===== src/design/sssg_alu.sv =====
// ----------------------------------------------------------------------------
// sssg_alu
// Shared subtract and compare unit used by the search, gap scan and span step.
// ----------------------------------------------------------------------------
`default_nettype none

module sssg_alu #(
  parameter int unsigned WIDTH = 30
) (
  input  wire logic [WIDTH-1:0] a,
  input  wire logic [WIDTH-1:0] b,
  output logic      [WIDTH-1:0] diff,
  output logic                  ge,
  output logic                  eq
);

  // Difference and ordering from one subtractor, equality from a comparator
  logic [WIDTH:0] wide;

  assign wide = {1'b0, a} - {1'b0, b};
  assign diff = wide[WIDTH-1:0];
  assign ge   = ~wide[WIDTH];
  assign eq   = (a == b);

endmodule

`default_nettype wire


===== config.mk =====
export PLATFORM = sky130hd
export DESIGN_NAME = sssg_alu
export DESIGN_NICKNAME = d
export VERILOG_FILES = /design/src/design/sssg_alu.sv
export SDC_FILE = /design/constraint.sdc
export NUM_CORES = 1
export LEC_CHECK = 0
export ABC_AREA = 1
export BUFFER_PORTS_ARGS = -buffer_cell sky130_fd_sc_hd__buf_4
export CAP_MARGIN = 20
export CORE_UTILIZATION = 50
export DETAILED_ROUTE_END_ITERATION = 10
export PLACE_DENSITY_LB_ADDON = 0.3
export REMOVE_ABC_BUFFERS = 1
export SLEW_MARGIN = 20
export SYNTH_ARGS = -nofsm -noshare
export SYNTH_HDL_FRONTEND = slang
export SYNTH_SLANG_ARGS = --single-unit

===== constraint.sdc =====
create_clock -name vclk -period 3.45
set_clock_uncertainty 0.15 [all_clocks]
set_input_delay 0.69 -clock vclk [all_inputs]
set_output_delay 0.69 -clock vclk [all_outputs]
set_load 0.05 [all_outputs]

After elaboration in Yosys (flattened, before gate mapping). Cells that the tools add are included. Widths: inputs -> output; s select.

Register bits after elaboration: 0. Word-level logic and storage cells: 3. Output and inout port bits: 32.

Eq/ne operators: 1. Add/subtract/negate cells: 1. Bitwise gates (word level): 1.

Operators by type and width (number): $sub 30x30->31 (1); $eq 30x30->1 (1); $not 1->1 (1).

Longest topological paths before layout. Gate-level depths: netlist of the first run.

Depth after elaboration: 2. Gate-level depth with buffers: 12.

Worst setup path after synthesis of the first run. Ideal clock, no wire load.

Path type: in2out. From: in a[0]. To: out diff[16]. Required time: 2.610 ns. Stages: 11. Path slack: -0.024 ns. Path buffers: 0. Arrival time: 2.634 ns. Cell sequence: inv_1 -> ha_1 -> fa_1 -> inv_1 -> nand3_1 -> nand3_1 -> nand2_1 -> nand2_1 -> nand2_1 -> nand2_1 -> xor2_1.

Cells in the longest elaborated chain, start to end: 1.

Ends and longest elaborated chain: start, declared (line 10) `input wire logic [WIDTH-1:0] a,`; $sub 30x30->31 (line 20) `assign wide = {1'b0, a} - {1'b0, b};`; end, declared (line 12) `output logic [WIDTH-1:0] diff,`.

Every way passes these cells.

Final worst setup path of the first run. Same ends and word-level chain as after synthesis.

==> results of run 1 <==
## worst min-delay path, cell delays in order
cell and delay [ns]:
buf_4 0.08, ha_1 0.12, inv_1 0.04, buf_4 0.18
## worst max path at each step
| stage | cells past startpoint | start | end | slack (ns) |
|---|---|---|---|---|
| after CTS | 13 | a[0] | diff[16] | 0.08 |
| after detailed placement | 13 | a[0] | diff[16] | 0.08 |
| after global routing | 13 | a[0] | diff[16] | 0.01 |
| after global placement | 13 | a[0] | diff[16] | 0.20 |
| after floorplan | 11 | a[0] | diff[16] | -0.02 |
| final | 13 | a[0] | diff[16] | 0.18 |
## kinds of logic (layout without fill, tap and decap cells)
kind of cell,after synthesis,in the layout,synth area share [%]
compound gates,32,32,7.59
xor+xnor,14,14,5.09
fa+ha+maj,31,31,16.4
buf+inv,130,222,20.3
simple gates,287,287,50.6
## per-stage QoR
stage	cells	setup TNS [ns]	hold WS, ns
floorplan	494	-0.0237	1.54
global placement	638	0	1.65
detailed placement	638	0	1.65
CTS	638	0	1.65
global route	638	0	1.67
finish	638	0	1.65
## what timing repair did
action                                 in CTS  in global routing
gates resized for setup                     0                  2
hold buffers                                0                  0
setup endpoints to repair                   0                  2
endpoints found under the hold margin       0                  0
## layout make-up
cell class	count	area, um2	area share, %
Multi-Input combinational cell	364	1920	60.7
Timing Repair Buffer	92	691	21.8
Inverter	130	488	15.4
Tap cell	52	65.1	2.05
## power groups by stage
stage	clock [W]	combinational (W)	sequential (W)
floorplan	0	0.000576	0
global placement	0	0.000809	0
detailed placement	0	0.000821	0
CTS	0	0.000823	0
global route	0	0.000891	0
finish	0	0.000828	0
## layer usage
| metal | routed length, um | part of all wire [%] | track usage [%] |
|---|---|---|---|
| met3 | 447 | 6.1 | 0.141 |
| met1 | 3390 | 46 | 38.9 |
| met5 | 0 | 0 | 0 |
| met2 | 3340 | 46 | 50.9 |
| met4 | 119 | 1.6 | 5.33 |
## synthesized netlist by cell type (2+ instances only)
library cell  count
a21oi_1          23
ha_1             30
inv_1           129
nand2_1         194
nand2_2           8
nand3_1          26
nand3_2           5
nand4_1           6
nor2_1           37
nor2_2            5
nor2_4            2
nor3_1            2
nor3_2            2
o21ai_0           2
o21bai_1          3
o21bai_2          2
xnor2_1           3
xor2_1           11
## cells in the final DEF, fill, tap and decap left out, drive strengths merged
cell type,instances
nand2,202
inv,130
buf,92
nor2,44
nand3,31
ha,30
a21oi,23
xor2,11
nand4,6
o21bai,5
nor3,4
xnor2,3
o21ai,3
a21o,1
fa,1
==> reports/results.tsv, run 1 <==
stage	metric	value	unit
outcome	status	complete, but fails checks	
outcome	failing checks	DRC	
min_path	hold-critical path endpoint	diff[0]	
synthesis	ranking of synthesized cells by area	nand2_1 (30%), inv_1 (20%), ha_1 (16%), nor2_1 (5.8%), nand3_1 (5.4%)	
global_route	vias in the first global route	2882	
finish	flip-flop and latch count	0	
finish	Reg area	0	um2
floorplanning	Core Box Area	4500	um2
global_route	antenna violations before repair	0	
route	drt first-iter violations	195	
place	Placed Area	3160	um2
floorplanning	Initial Util	53.4	%
min_path	HP Start	b[0]	
floorplanning	Die W	71.4	um
route	Final ANT Viol Nets	0	
sta	Slew Limit Fails	0	
global_route	GR Overflow Total	0	
finish	CLK BUF	0	
pwr	Flop pwr share	0	%
global_route	largest net degree at the start of global routing	7	
synthesis	Yosys warning total	0	
pwr	Switching Share	67.3	%
sta	final setup margin	0.183	ns
floorplanning	IO Count	92	
synthesis	area share of the largest cell type after synthesis	30.2	%
route	# DRC	7	
min_path	Worst Hold Class	primary input to output pin	
critical_path	CP max stage delay	0.38	ns
critical_path	CP arrival	2.43	ns
pwr	switching pwr	0.000557	W
route	Via Count	3133	
sta	Worst slew margin	79.2	%
finish	final core utilization	70.3	%
min_path	Worst Hold Path Cells	4	
critical_path	critical path startpoint category	primary input	
sta	final hold vios	0	
route	Routed WL	7.30	mm
floorplanning	Die H	71.4	um
critical_path	CP Class	primary input to output pin	
critical_path	CP cell instances	buf_4, inv_1, ha_1, fa_2, inv_1, nand3_1, nand3_1, nand2_1, nand2_2, nand2_1, nand2_1, xor2_1, buf_4	
place	Place WS	0.0834	ns
place	Final HPWL DP	6.49	mm
pwr	Leak	2.18	nW
finish	Final Cell Area	3170	um2
sta	period utilization	94.7	%
critical_path	Crit. End Element	output pin	
critical_path	Top delay family on crit path	adder cells	
floorplanning	row cnt	24	
pwr	internal power	0.000271	W
route	routed vias/inst	4.91	
clock_network	Setup Buffers After CTS	0	
synthesis	post-synth design cell area	2410	um2
run	max-cap violation count	0	
finish	area grow syn2layout	31.6	%
critical_path	Crit path top cell by count	nand2_1	
critical_path	Critical Path RT	2.61	ns
finish	nets	679	
finish	ant diodes	0	
pwr	Final Power	0.000828	W
critical_path	slowest CP cell	fa_2	
sta	measured slew at the worst slew-check pin	0.312	ns
finish	number of fillers in the final layout	457	
synthesis	Synth Instances	494	
global_route	Total Routing Usage GR	28.5	%
synthesis	post-synthesis average cell area	4.87	um2
critical_path	Worst Path Max Fanout	3	
synthesis	register area share after synthesis	0	%
sta	fin crit period	3.27	ns
pwr	peak supply drop	0.000164	V
synthesis	Distinct cells, synth	22	
global_route	wire length of the first global-routing pass	12.0	mm
finish	layout cells sized above 1	20.3	%
pwr	clock power share	0	%
critical_path	CP Buf/Inv Count	4	
route	WL/cell	11.4	um
route	DRT Pass-1 Iters	9	
sta	fmax	0.306	GHz
place	port bufs	92	
pwr	Logic pwr share	100.0	%
sta	final setup fails	0	
floorplanning	Die Footprint	5100	um2
pwr	power density cells	261	nW/um2
place	RD Place Congestion	0.895	
synthesis	post-synth top area cell	nand2_1	
sta	RSZ-0062 raised after global routing	false	
Power figures use the tool's default switching activity.
==> inputs of run 2 (changes only) <==
--- a/config.mk
+++ b/config.mk
@@ -8,8 +8,11 @@
 export ABC_AREA = 1
 export BUFFER_PORTS_ARGS = -buffer_cell sky130_fd_sc_hd__buf_4
 export CAP_MARGIN = 20
-export CORE_UTILIZATION = 50
+export CELL_PAD_IN_SITES_DETAIL_PLACEMENT = 1
+export CELL_PAD_IN_SITES_GLOBAL_PLACEMENT = 1
+export CORE_UTILIZATION = 35
 export DETAILED_ROUTE_END_ITERATION = 10
+export GPL_ROUTABILITY_DRIVEN = 1
 export PLACE_DENSITY_LB_ADDON = 0.3
 export REMOVE_ABC_BUFFERS = 1
 export SLEW_MARGIN = 20
==> reports/results.tsv, run 2 (synthesis results as in run 1) <==
stage	metric	value	unit	change
route	WL/cell	13.2	um	+15%
critical_path	critical path startpoint category	primary input		
finish	Reg area	0	um2	unchanged
critical_path	Critical Path End	diff[16]		
route	Final ANT Viol Nets	0		unchanged
global_route	vias in the first global route	3367		+17%
global_route	GR Overflow Total	0		unchanged
route	DRT Pass-1 Iters	7		-2
floorplanning	Die W	84.9	um	+19%
pwr	power density cells	264	nW/um2	+1.1%
finish	final cell count without fillers	663		+3.9%
critical_path	CP Class	primary input to output pin		
finish	Final Cell Area	3200	um2	+0.91%
sta	fmax	0.302	GHz	-1.5%
critical_path	Worst Path Max Fanout	3		unchanged
global_route	antenna violations before repair	0		unchanged
pwr	peak supply drop	0.000112	V	-32%
finish	area occupied by multi-input gates	1920	um2	-0.13%
finish	commonest non-fill, non-tap cell in the layout	nand2_1		
outcome	status	complete, but fails checks		
route	Via Count	3235		+3.3%
sta	final hold vios	0		unchanged
clock_network	Setup Buffers After CTS	0		unchanged
place	DP Cell Count	663		+3.9%
finish	layout cells sized above 1	20.1	%	-0.17 points
floorplanning	Die H	84.9	um	+19%
route	# DRC	6		-1
finish	nets	679		unchanged
sta	fin crit period	3.32	ns	+0.0501 ns
place	port bufs	92		unchanged
finish	CLK BUF	0		unchanged
sta	Slew Limit Fails	0		unchanged
outcome	failing checks	DRC		
sta	period utilization	96.1	%	+1.5 points
floorplanning	IO Count	92		unchanged
place	Final HPWL DP	7.92	mm	+22%
route	Routed WL	8.72	mm	+20%
critical_path	Critical Path RT	2.61	ns	about the same
run	max-cap violation count	0		unchanged
finish	flip-flop and latch count	0		unchanged
floorplanning	Core Box Area	6490	um2	+44%
route	routed vias/inst	4.88		-0.64%
pwr	Leak	2.18	nW	about the same
floorplanning	row cnt	29		+21%
finish	area grow syn2layout	32.8	%	
min_path	Worst Hold Class	primary input to output pin		
min_path	Worst Hold Path Cells	4		unchanged
place	RD Place Congestion	0.888		-0.75%
critical_path	CP arrival	2.48	ns	+0.05 ns
finish	ant diodes	0		unchanged
global_route	wire length of the first global-routing pass	14.8	mm	+23%
floorplanning	Initial Util	37.1	%	-16 points
floorplanning	Die Footprint	7210	um2	+42%
finish	number of fillers in the final layout	1013		+120%
sta	RSZ-0062 raised after global routing	false		
global_route	Total Routing Usage GR	24.5	%	-4.0 points
sta	final setup fails	0		unchanged
critical_path	Crit. End Element	output pin		
finish	commonest non-fill, non-tap cells in the layout	nand2_1 (194), inv_1 (129), buf_4 (92)		
sta	Worst slew margin	78.9	%	-0.30 points
route	drt first-iter violations	102		-48%
critical_path	Worst Setup SP	a[0]		
clock_network	hold buffers post-CTS	0		unchanged
clock_network	CTS resizes	0		unchanged
place	Placed Area	3190	um2	+0.99%
sta	measured slew at the worst slew-check pin	0.316	ns	+0.00451 ns
global_route	largest net degree at the start of global routing	7		unchanged
run 2: cell counts in the layout (fill, tap and decap cells not counted):
Identical to the previous run, type by type.
run 2: how the worst min path moves through the flow:
stage,slack [ns],endpoint,from
6_report,1.65,diff[0],b[0]
3_3_place_gp,1.65,diff[0],b[0]
3_5_place_dp,1.66,diff[0],b[0]
5_1_grt,1.69,diff[0],b[0]
2_1_floorplan,1.54,diff[0],b[0]
4_1_cts,1.66,diff[0],b[0]
run 2: power by group:
part	switching (W)	leakage, nW	total [W]	internal (W)
clock network	0	0	0	0
logic	0.000573	2.18	0.000844	0.000271
registers	0	0	0	0
total	0.000573	2.18	0.000844	0.000271
run 2: cell type report:
| class | count | area share [%] |
|---|---|---|
| multi-input cells | 364 | 60.1 |
| inverters | 130 | 15.3 |
| well taps | 77 | 3.01 |
| repair buffers | 92 | 21.6 |
run 2: layer usage:
| layer | GRT usage, % | vias up | part of all wire [%] |
|---|---|---|---|
| met1 | 31.4 | 1498 | 46 |
| met4 | 3.70 | 0 | 1.3 |
| met2 | 46.4 | 74 | 49 |
| li1 | - | 1657 | - |
| met5 | 0 | - | 0 |
| met3 | 0.875 | 6 | 3.8 |
run 2: worst max-delay path, stage by stage:
cell	delay [ns]
buf_4	0.08
inv_1	0.03
ha_1	0.22
fa_2	0.38
inv_1	0.09
nand3_1	0.07
nand3_1	0.13
nand2_1	0.07
nand2_1	0.15
nand2_1	0.08
nand2_1	0.11
xor2_1	0.16
buf_4	0.22
run 2: per-stage QoR:
step                      TNS [ns]  total power, W  worst slack (ns)  hold WS (ns)  utilization [%]
after CTS                        0        0.000845            0.0633          1.66             49.2
after global routing             0        0.000911            0.0156          1.69             49.2
after floorplan            -0.0237        0.000576           -0.0237          1.54                -
after detailed placement         0        0.000842            0.0670          1.66             49.2
final                            0        0.000844             0.133          1.65             49.2
after global placement           0        0.000821             0.171          1.65             49.2
